## src/hdl/avm_pkg.sv

```systemverilog
// ----------------------------------------------------------------------------
// avm_pkg
// Types and constants shared by the averaging voltmeter display block.
// ----------------------------------------------------------------------------
`default_nettype none

package avm_pkg;

    localparam int SAMPLE_W = 10;
    localparam int FS_W     = 7;
    localparam int SEG_W    = 7;
    localparam int BCD_W    = 8;
    localparam int DIGIT_W  = 4;
    localparam int APB_AW   = 3;
    localparam int APB_DW   = 32;

    localparam logic [FS_W-1:0] FS_RESET = 7'd33;
    localparam logic [FS_W-1:0] FS_MAX   = 7'd99;

    localparam logic OP_SAMPLE = 1'b0;
    localparam logic OP_TICK   = 1'b1;

    localparam logic REG_FULL_SCALE = 1'b0;

    localparam logic [SEG_W-1:0] SEG_TABLE [16] = '{
        7'h3F, 7'h06, 7'h5B, 7'h4F, 7'h66, 7'h6D, 7'h7D, 7'h07,
        7'h7F, 7'h6F, 7'h77, 7'h7C, 7'h39, 7'h5E, 7'h79, 7'h71
    };

    typedef struct packed {
        logic                opcode;
        logic [SAMPLE_W-1:0] sample;
    } t_in_item;

    typedef struct packed {
        logic [SEG_W-1:0] segments;
        logic             high_digit_on;
        logic             low_digit_on;
        logic [BCD_W-1:0] reading_bcd;
    } t_out_item;

    typedef struct packed {
        logic busy;
        logic done;
    } t_scale_stat;

endpackage

`default_nettype wire

```

## src/hdl/avm_scale.sv

```systemverilog
// ----------------------------------------------------------------------------
// avm_scale
// Four-stage pipeline that turns a completed group sum into the BCD reading.
// ----------------------------------------------------------------------------
`default_nettype none

module avm_scale
    import avm_pkg::*;
#(
    parameter int SAMPLES_PER_READING = 8,
    parameter int SUM_W = SAMPLE_W + $clog2(SAMPLES_PER_READING)
) (
    input  wire logic             i_clk,
    input  wire logic             i_rst_n,
    input  wire logic             i_start,
    input  wire logic [SUM_W-1:0] i_sum,
    input  wire logic [FS_W-1:0]  i_full_scale,
    output logic      [BCD_W-1:0] o_reading,
    output t_scale_stat           o_stat
);

    localparam int RECIP_W = SUM_W + 1;
    localparam int PROD_W  = SUM_W + RECIP_W;
    localparam int PROD2_W = SAMPLE_W + FS_W;
    localparam logic [RECIP_W-1:0] RECIP = RECIP_W'((2 ** SUM_W) / SAMPLES_PER_READING);
    localparam logic [SUM_W-1:0]   N_C   = SUM_W'(SAMPLES_PER_READING);
    localparam logic [PROD2_W-1:0] ROUND_C = PROD2_W'(511);
    localparam logic [SAMPLE_W:0]  DIV_C   = 11'd1023;
    localparam int TENS_W = FS_W + 8;
    localparam logic [TENS_W-1:0]  TENS_MUL = TENS_W'(205);
    localparam logic [FS_W-1:0]    TEN_C    = 7'd10;

    logic                r_v1, r_v2, r_v3, r_v4;
    logic [PROD_W-1:0]   r_prod1;
    logic [SUM_W-1:0]    r_sum1;
    logic [SAMPLE_W-1:0] r_avg;
    logic [PROD2_W-1:0]  r_prod2;
    logic [BCD_W-1:0]    r_reading;

    logic [SAMPLE_W-1:0] w_q0;
    logic [SUM_W-1:0]    w_qn;
    logic [SUM_W-1:0]    w_rem;
    logic [SAMPLE_W-1:0] n_avg;
    logic [FS_W-1:0]     w_q2;
    logic [SAMPLE_W:0]   w_r2;
    logic [FS_W-1:0]     w_t;
    logic [FS_W-1:0]     w_ts;
    logic [TENS_W-1:0]   w_tens_p;
    logic [DIGIT_W-1:0]  w_tens;
    logic [FS_W-1:0]     w_units_f;
    logic [BCD_W-1:0]    n_reading;

    always_comb begin
        w_q0  = r_prod1[SUM_W +: SAMPLE_W];
        w_qn  = SUM_W'(w_q0) * N_C;
        w_rem = r_sum1 - w_qn;
        n_avg = (w_rem >= N_C) ? w_q0 + 10'd1 : w_q0;
    end

    always_comb begin
        w_q2      = r_prod2[PROD2_W-1:SAMPLE_W];
        w_r2      = {1'b0, r_prod2[SAMPLE_W-1:0]} + (SAMPLE_W+1)'(w_q2);
        w_t       = (w_r2 >= DIV_C) ? w_q2 + 7'd1 : w_q2;
        w_ts      = (w_t > FS_MAX) ? FS_MAX : w_t;
        w_tens_p  = TENS_W'(w_ts) * TENS_MUL;
        w_tens    = w_tens_p[TENS_W-1 -: DIGIT_W];
        w_units_f = w_ts - FS_W'(w_tens) * TEN_C;
        n_reading = {w_tens, w_units_f[DIGIT_W-1:0]};
    end

    always_ff @(posedge i_clk) begin
        if (!i_rst_n) begin
            r_v1      <= 1'b0;
            r_v2      <= 1'b0;
            r_v3      <= 1'b0;
            r_v4      <= 1'b0;
            r_reading <= '0;
        end else begin
            r_v1 <= i_start;
            r_v2 <= r_v1;
            r_v3 <= r_v2;
            r_v4 <= r_v3;
            if (r_v3) begin
                r_reading <= n_reading;
            end
        end
    end

    always_ff @(posedge i_clk) begin
        r_prod1 <= PROD_W'(i_sum) * PROD_W'(RECIP);
        r_sum1  <= i_sum;
        r_avg   <= n_avg;
        r_prod2 <= PROD2_W'(r_avg) * PROD2_W'(i_full_scale) + ROUND_C;
    end

    assign o_reading   = r_reading;
    assign o_stat.busy = r_v1 | r_v2 | r_v3;
    assign o_stat.done = r_v4;

endmodule

`default_nettype wire

```

## src/hdl/adc_average_voltmeter_display.sv

```systemverilog
// ----------------------------------------------------------------------------
// adc_average_voltmeter_display
// Averaging voltmeter feeding a two-digit multiplexed seven-segment display.
// ----------------------------------------------------------------------------
// A refresh request's result is registered in the output register when served.
// Throughput: one request per cycle; a refresh request waits in the input
// register while the result side is stalled or while the four-stage scaling
// pipeline writes the new reading after the sample completing a group.
// Reset (synchronous, active low) clears the sum, count, reading and digit
// select, and sets the full scale register to 33.
// ----------------------------------------------------------------------------
`default_nettype none

module adc_average_voltmeter_display
    import avm_pkg::*;
#(
    parameter int SAMPLES_PER_READING = 8
) (
    input  wire logic              i_clk,
    input  wire logic              i_rst_n,
    input  wire logic              i_in_valid,
    output logic                   o_in_ready,
    input  wire t_in_item          i_in_data,
    output logic                   o_out_valid,
    input  wire logic              i_out_ready,
    output t_out_item              o_out_data,
    input  wire logic              psel,
    input  wire logic              penable,
    input  wire logic              pwrite,
    input  wire logic [APB_AW-1:0] paddr,
    input  wire logic [APB_DW-1:0] pwdata,
    output logic      [APB_DW-1:0] prdata,
    output logic                   pready
);

    localparam int SUM_W = SAMPLE_W + $clog2(SAMPLES_PER_READING);
    localparam int CNT_W = (SAMPLES_PER_READING > 1) ? $clog2(SAMPLES_PER_READING) : 1;
    localparam logic [CNT_W-1:0] CNT_LAST = CNT_W'(SAMPLES_PER_READING - 1);

    logic             r_in_vld;
    t_in_item         r_in;
    logic [SUM_W-1:0] r_sum;
    logic [CNT_W-1:0] r_cnt;
    logic             r_show_low;
    logic             r_out_vld;
    t_out_item        r_out;
    logic [FS_W-1:0]  r_fs;

    logic               w_is_tick;
    logic               w_out_free;
    logic               w_tick_go;
    logic               w_samp_go;
    logic               w_last;
    logic               w_start;
    logic [SUM_W-1:0]   w_sum_next;
    logic [DIGIT_W-1:0] w_digit;
    logic [BCD_W-1:0]   w_reading;
    logic               w_cfg_wr;
    logic [FS_W-1:0]    w_wdata;
    t_scale_stat        w_stat;

    assign w_is_tick  = (r_in.opcode == OP_TICK);
    assign w_out_free = !r_out_vld || i_out_ready;
    assign w_tick_go  = r_in_vld && w_is_tick && !w_stat.busy && w_out_free;
    assign w_samp_go  = r_in_vld && (r_in.opcode == OP_SAMPLE);
    assign w_last     = (r_cnt == CNT_LAST);
    assign w_start    = w_samp_go && w_last;
    assign w_sum_next = r_sum + SUM_W'(r_in.sample);
    assign w_digit    = r_show_low ? w_reading[DIGIT_W-1:0] : w_reading[BCD_W-1:DIGIT_W];
    assign o_in_ready = !r_in_vld || w_tick_go || w_samp_go;

    assign w_cfg_wr = psel && penable && pwrite && (paddr[2] == REG_FULL_SCALE);
    assign w_wdata  = pwdata[FS_W-1:0];
    assign pready   = 1'b1;
    assign prdata   = (paddr[2] == REG_FULL_SCALE) ? APB_DW'(r_fs) : '0;

    avm_scale #(
        .SAMPLES_PER_READING (SAMPLES_PER_READING),
        .SUM_W               (SUM_W)
    ) u_scale (
        .i_clk        (i_clk),
        .i_rst_n      (i_rst_n),
        .i_start      (w_start),
        .i_sum        (w_sum_next),
        .i_full_scale (r_fs),
        .o_reading    (w_reading),
        .o_stat       (w_stat)
    );

    always_ff @(posedge i_clk) begin
        if (!i_rst_n) begin
            r_in_vld   <= 1'b0;
            r_sum      <= '0;
            r_cnt      <= '0;
            r_show_low <= 1'b0;
            r_out_vld  <= 1'b0;
            r_fs       <= FS_RESET;
        end else begin
            if (o_in_ready) begin
                r_in_vld <= i_in_valid;
            end
            if (w_samp_go) begin
                if (w_last) begin
                    r_sum <= '0;
                    r_cnt <= '0;
                end else begin
                    r_sum <= w_sum_next;
                    r_cnt <= r_cnt + 1'b1;
                end
            end
            if (w_tick_go) begin
                r_show_low <= !r_show_low;
                r_out_vld  <= 1'b1;
            end else if (i_out_ready) begin
                r_out_vld <= 1'b0;
            end
            if (w_cfg_wr) begin
                r_fs <= (w_wdata > FS_MAX) ? FS_MAX : w_wdata;
            end
        end
    end

    always_ff @(posedge i_clk) begin
        if (o_in_ready) begin
            r_in <= i_in_data;
        end
        if (w_tick_go) begin
            r_out.segments      <= SEG_TABLE[w_digit];
            r_out.high_digit_on <= !r_show_low;
            r_out.low_digit_on  <= r_show_low;
            r_out.reading_bcd   <= w_reading;
        end
    end

    assign o_out_valid = r_out_vld;
    assign o_out_data  = r_out;

    a_tick_waits_scale: assert property (@(posedge i_clk) disable iff (!i_rst_n)
        w_tick_go |-> !w_stat.busy)
        else $error("refresh request served while the reading was being updated");

    a_start_busy: assert property (@(posedge i_clk) disable iff (!i_rst_n)
        w_start |=> w_stat.busy)
        else $error("scaling pipeline did not take the completed group");

    a_count_range: assert property (@(posedge i_clk) disable iff (!i_rst_n)
        r_cnt <= CNT_LAST)
        else $error("sample count ran past the group size");

    a_reading_bcd: assert property (@(posedge i_clk) disable iff (!i_rst_n)
        w_stat.done |-> (w_reading[3:0] <= 4'd9 && w_reading[7:4] <= 4'd9))
        else $error("reading is not a valid two-digit BCD value");

endmodule

`default_nettype wire

```

## config.mk

```make
export PLATFORM = sky130hd
export DESIGN_NAME = adc_average_voltmeter_display
export DESIGN_NICKNAME = d
export VERILOG_FILES = /design/src/hdl/avm_pkg.sv /design/src/hdl/avm_scale.sv /design/src/hdl/adc_average_voltmeter_display.sv
export SDC_FILE = /design/constraint.sdc
export NUM_CORES = 1
export LEC_CHECK = 0
export ABC_CLOCK_PERIOD_IN_PS = 17150
export BUFFER_PORTS_ARGS = -buffer_cell sky130_fd_sc_hd__buf_2
export CAP_MARGIN = 5
export CORE_ASPECT_RATIO = 0.8
export CORE_MARGIN = 4
export CORE_UTILIZATION = 50
export DETAILED_ROUTE_END_ITERATION = 10
export PLACE_DENSITY = 0.8
export SLEW_MARGIN = 25
export SYNTH_ARGS = -nofsm -noshare
export SYNTH_HDL_FRONTEND = slang
export SYNTH_SLANG_ARGS = --single-unit
```

## constraint.sdc

```tcl
create_clock -name i_clk -period 17.15 [get_ports i_clk]
set_clock_uncertainty 0.15 [all_clocks]
set_input_delay 0.8575 -clock i_clk [delete_from_list [all_inputs] [get_ports i_clk]]
set_output_delay 0.8575 -clock i_clk [all_outputs]
set_load 0.02 [all_outputs]
```

Word level (Yosys, flattened, before mapping)
Memory sizes are Yosys's and may differ from the RTL's. A register that Yosys moved wholly into a read port is not among the register bits.
Cells that the tools add are included.
{"block": "classes", "mux": 10, "addsub": 8, "order_cmp": 4, "eq_ne": 1, "n_reduce_logical": 16, "n_mul": 3, "bitwise": 5}
{"op": "$mux W7", "n": 4}
{"op": "$add A17 B9 Y17 const B", "n": 1}
{"op": "$mul A10 B7 Y17", "n": 1}
{"op": "$mul A7 B8 Y15 const B", "n": 1}
{"op": "$gt A7 B7 Y1 const B", "n": 2}
{"op": "$add A13 B10 Y13", "n": 1}
{"op": "$ge A13 B4 Y1 const B", "n": 1}
{"op": "$mux W13", "n": 1}
{"op": "$sub A13 B13 Y13", "n": 1}
{"op": "$add A10 B7 Y11", "n": 1}
{"op": "$ge A11 B10 Y1 const B", "n": 1}
{"op": "$add A10 B1 Y10 const B", "n": 1}
{"op": "$mux W10", "n": 1}
{"op": "$logic_and A1 B1 Y1", "n": 8}
{"op": "$add A7 B1 Y7 const B", "n": 1}
{"op": "$not A4 Y5", "n": 1}
{"op": "$logic_not A1 Y1", "n": 4}
{"op": "$mul A4 B3 Y3 const B", "n": 1}
{"op": "$mux W4", "n": 1}
{"op": "$sub A4 B4 Y4", "n": 1}
{"op": "$add A3 B1 Y3 const B", "n": 1}
{"op": "$eq A3 B3 Y1 const B", "n": 1}
{"op": "$logic_or A1 B1 Y1", "n": 3}
{"op": "$mux W3", "n": 1}
{"op": "other kinds (4)", "n": 7}
{"block": "word_totals", "wordCells": 66, "memories": 1, "out_inout_bits": 52, "reg_bits": 98, "rom_bits": 112}
{"memory": "(name not given)", "words": 16, "word_bits": 7, "read_ports": 1, "rd_clocked_by_memory_dff": 1, "write_ports": 0, "line": "adc_average_voltmeter_display.sv:128", "source": "r_out.segments <= SEG_TABLE[w_digit];"}

Logic depth before layout (Yosys ltp)
{"block": "depth", "ltp_word": 8, "mapped_depth": 35, "depth_no_buf": 35}

Cells and area by module
Synthesis repeated with hierarchy kept, for this count alone.
{"block": "unflattened", "cells_unflattened": 847, "area_unflattened_um2": 8189.1}
{"mod": "avm_scale", "area_per_inst_um2": 5118.7, "instances": 1, "cells_each": 549, "seq_area_each_um2": 980.9}
{"mod": "adc_average_voltmeter_display", "area_per_inst_um2": 3070.4, "instances": 1, "cells_each": 298, "seq_area_each_um2": 1361.3}

Least setup slack after synthesis
OpenSTA, ideal clock, no wires.
{"block": "synth_timing", "path_kind": "register to register", "start": "register u_scale.r_prod2[10]", "end": "register u_scale.r_reading[3], in the netlist u_scale.o_reading[3]", "synth_period_minus_slack_ps": 7227, "path_stages_with_launch": 32, "setup_slack_ps": 9923, "t_required_ps": 16882, "arrival_ps": 6959, "cell_sequence": "dfxtp_1 -> ha_1 -> inv_1 -> fa_1 -> nand3b_1 -> nor4_2 -> o211ai_1 -> nor4_4 -> a31oi_4 -> and2b_2 -> mux2i_1 -> a21oi_1 -> nor2_1 -> inv_1 -> o22a_1 -> ha_1 -> fa_1 -> fa_1 -> ha_1 -> ha_1 -> and3_1 -> a221o_1 -> a221oi_1 -> o21ai_4 -> xor2_2 -> ha_1 -> inv_1 -> fa_1 -> xnor2_1 -> xnor2_1 -> xnor2_1 -> o21ai_1"}
{"block": "synth_via", "elab_chain_cells": 8, "word_cells_on_any_way": 9}
{"item": "start, declared", "line": "avm_scale.sv:37", "source": "logic [PROD2_W-1:0] r_prod2;"}
{"item": "start signal, assigned", "line": "avm_scale.sv:93", "source": "r_prod2 <= PROD2_W'(r_avg) * PROD2_W'(i_full_scale) + ROUND_C;"}
{"item": "$add A10 B7 Y11", "line": "avm_scale.sv:62", "source": "w_r2 = {1'b0, r_prod2[SAMPLE_W-1:0]} + (SAMPLE_W+1)'(w_q2);"}
{"item": "$ge A11 B10 Y1", "line": "avm_scale.sv:63", "source": "w_t = (w_r2 >= DIV_C) ? w_q2 + 7'd1 : w_q2;"}
{"item": "$mux W7 *", "line": "avm_scale.sv:63"}
{"item": "$gt A7 B7 Y1", "line": "avm_scale.sv:64", "source": "w_ts = (w_t > FS_MAX) ? FS_MAX : w_t;"}
{"item": "$mux W7 *", "line": "avm_scale.sv:64"}
{"item": "$mul A7 B8 Y15 *", "line": "avm_scale.sv:65", "source": "w_tens_p = TENS_W'(w_ts) * TENS_MUL;"}
{"item": "named net u_scale.w_tens_p[11]", "line": "avm_scale.sv:48", "source": "logic [TENS_W-1:0] w_tens_p;"}
{"item": "$mul A4 B3 Y3 *", "line": "avm_scale.sv:67", "source": "w_units_f = w_ts - FS_W'(w_tens) * TEN_C;"}
{"item": "$sub A4 B4 Y4 *", "line": "avm_scale.sv:67"}
{"item": "end signal, assigned", "line": "avm_scale.sv:84", "source": "r_reading <= n_reading;"}
{"item": "end, declared", "line": "avm_scale.sv:38", "source": "logic [BCD_W-1:0] r_reading;"}
Mark *: on every way through the listed nets, which the timed path passes. The rest lies on a longest branch.
A chain may end at the register's enable or synchronous reset.

Worst setup path in the final report
Ends and elaborated chain as after synthesis.

==> results.toml <==
[status]
outcome = "finished, final reports clean"

[yosys]
avgSynthCellArea_um2 = 9.81
yosysWarnings = 0
yosys.area_share.adder_pct = 30.0
syn_area_um2 = 7790
synth_top_family_by_area = "adder cells"
synth_mux_area_share_pct = 2.07
synth_xor_area_share_pct = 3.81
synthDistinctLibCells = 68
yosysSeqAreaShare_pct = 29.8
synth_edf_count = 28
synth-compound-area-share_pct = 10.9
synthArstFlopShare_pct = 0
synth-simple-area-share_pct = 15.4
synth_cells = 794
ys_seq_elements = 102
synth_top_flop_cell = "dfxtp_1"

[grt]
grt_usage_pct = 17.4
antenna_found_initial = 0
grt_pass1_wl_mm = 25.5
grt_pass1_vias = 5425
grt_overflow = 0
grt_max_degree = 43

[placement]
postPlaceCellArea_um2 = 8140
gp_congestion = 0.855
pre_cts_ws_ns = 9.25
hpwl_mm = 11.6
numPortBuffers = 51

[drt]
dr_total_vias = 5396
antenna_left = 0
wl_per_cell_um = 14.2
drc = 0
dr.pass1.iters = 7
m1WireLength_mm = 7.17
met2WireLength_mm = 6.79
wl_met3_um = 810
finalWirelength_mm = 14.9
topRoutingLayerUsed = "met4"
drtIter0Drc = 309
viasPerCell = 5.13

[clocking]
htree_levels = 3
cts_buffer_depth = 2
clock_sinks = 102
path_clk_slew_ns = 0.07
clk_latency_ns = 0.35
cts-root-buf = "clkbuf_16"
cts_resized = 0
cts_tree = "yes"
postCtsSetupBuffers = 0
ctsHoldBuffers = 0
numCtsBuffers = 9

[floorplanning]
start_util_pct = 51.4
core_area_um2 = 15200
dieArea_um2 = 17700
fp.dieH_um = 120
die_width_um = 148
num_rows = 40
num_io_pins = 105

[critical_path]
critPathMaxFanout = 10
r2r_cells = 31
setup.worst_path.start_class = "flip-flop"
arrival_ns = 8.09
startpoint = "u_scale.r_prod2[10]"
worst-setup-path-type = "flip-flop to flip-flop"
crit_path_top_delay_cell = "dfxtp_1"
cp.depth = 31
critPathMostFrequentCell = "ha_1"
timing.rr.end = "u_scale.o_reading[3]"
reg2reg_setup_slack_ns = 9.15
worstSetupEndpointType = "flip-flop"
cp_top_family = "adder cells"
cp-endpoint = "u_scale.o_reading[3]"
r2r_start = "u_scale.r_prod2[10]"
cp.required_ns = 17.23
critical_path.max_stage_delay_ns = 0.50
critPathBufInv = 3

[sta]
setup_viol = 0
fin_ws_ns = 9.15
timing.final.crit_share_pct = 46.7
hold_ws_ns = 0.179
fmax_mhz = 125
slew_viol_final = 0
tightest_slew_ns = 0.720
final-hold-violation-count = 0
setup_tns_ns = 0
slew_headroom_pct = 52.0
period_minus_slack_ns = 8.00
rsz0062_at_grt = "no"

[cells_and_area]
mostFrequentLayoutCell = "ha_1"
nFillCells = 1300
drive_gt1_share_pct = 10.6
antenna_cells = 0
finalNetCount = 1042
fin_area_um2 = 8430
layout_common_cells = "97 x ha_1, 93 x inv_1, 76 x nand2_1, 74 x dfxtp_1, 56 x fa_1"
syn_to_final_growth_pct = 8.22

[worst_hold_path]
hp-class = "flip-flop to flip-flop"

[power]
p_leak_nw = 4.00
powerDensity_nw_per_um2 = 100
irDropWorstVdd_mv = 0.0621

[run]
drv_cap = 0
-- report_power, final --
part	total [mW]	internal, mW	switching [mW]
Clock	0.198	0.108	0.0905
Sequential	0.303	0.278	0.0254
Combinational	0.346	0.151	0.195
-- per-layer routing --
| metal | GRT usage (%) | vias up |
|---|---|---|
| met4 | 4.54 | 0 |
| met2 | 27.9 | 136 |
| li1 | - | 2687 |
| met5 | 0 | - |
| met1 | 24.2 | 2551 |
| met3 | 3.66 | 22 |
-- cells by family (layout without fill, tap and decap cells) --
group	count (synthesis)	count (layout)
XOR/XNOR	33	33
buffers and inverters	138	161
multiplexers	13	13
other	2	26
AO/OA/AOI/OAI	125	125
flip-flops	102	102
AND/OR/NAND/NOR	228	228
adder cells (fa/ha/maj)	153	153
-- stage by stage --
step | util [%] | std cells | power [mW]
6_report | 55.6 | 1051 | 0.847
5_1_grt | 55.6 | 1051 | 0.922
2_1_floorplan | - | 818 | 0.581
3_5_place_dp | 53.7 | 1035 | 0.651
3_3_place_gp | 53.7 | 1035 | 0.639
4_1_cts | 55.6 | 1051 | 0.854
-- registers in the layout, summed over array words and instances, names as in the netlist --
name,flops
o_out_data,17
o_out_valid,1
r_cnt,3
r_fs,7
r_in,10
r_in_vld,1
r_show_low,1
r_sum,13
u_scale.o_reading,8
u_scale.r_avg,10
u_scale.r_prod1,10
u_scale.r_prod2,17
u_scale.r_v1,1
u_scale.r_v2,1
u_scale.r_v3,1
w_is_tick,1
-- synth_stat cells (3+ instances only) --
master	n	area, um2
a211oi_1	3	22.5
inv_1	93	349
dfxtp_1	74	1480
and2_1	38	238
o21ai_1	3	15.0
a22oi_1	10	75.1
o211ai_1	3	22.5
and3_1	5	31.3
fa_1	56	1120
o21a_1	4	30.0
clkbuf_1	17	63.8
nand4b_1	3	26.3
nor2_1	34	128
nor2b_1	29	181
o21ai_0	26	130
mux2i_1	9	90.1
nand3_1	9	45.0
nand3b_1	4	30.0
xnor2_1	22	193
ha_1	97	1210
a21boi_0	13	97.6
a21o_1	7	52.6
xor2_1	10	87.6
buf_4	26	195
nand2_1	76	285
nand2b_1	6	37.5
a21oi_1	30	150
and4b_1	3	30.0
edfxtp_1	28	841
nor3_1	5	25.0
-- worst reg2reg max path, delay by kind of cell (launching register included) --
family,cells,cell delay (ns)
AOI/OAI and AO/OA,8,1.71
xor gates and xnor gates,4,0.76
adders and majority gates,9,3.08
buffers and inverters,3,0.18
DFF,1,0.50
muxes,1,0.25
and+or+nand+nor,6,1.26
-- how the worst min path moves through the flow --
| stage | endpoint | cells after the start | slack, ns | startpoint |
|---|---|---|---|---|
| after floorplan | u_scale.r_avg[0] | 0 | 0.16 | u_scale.r_prod1[13] |
| after global placement | u_scale.r_avg[4] | 0 | 0.16 | u_scale.r_prod1[17] |
| after detailed placement | u_scale.r_avg[2] | 0 | 0.16 | u_scale.r_prod1[15] |
| after CTS | u_scale.r_avg[2] | 0 | 0.18 | u_scale.r_prod1[15] |
| after global routing | u_scale.r_avg[2] | 0 | 0.19 | u_scale.r_prod1[15] |
| final | u_scale.r_avg[7] | 0 | 0.18 | u_scale.r_prod1[20] |
-- layout make-up --
cell class | instances | area [um2] | area share (%)
multi-input combinational | 578 | 4940 | 58.6
sequential | 102 | 2320 | 27.5
inverter | 93 | 349 | 4.14
timing repair buffer | 52 | 263 | 3.12
tap | 210 | 263 | 3.12
clock buffer | 11 | 253 | 3.00
clock inverter | 5 | 38.8 | 0.460
Note: power is estimated with default switching activity, not from simulation.
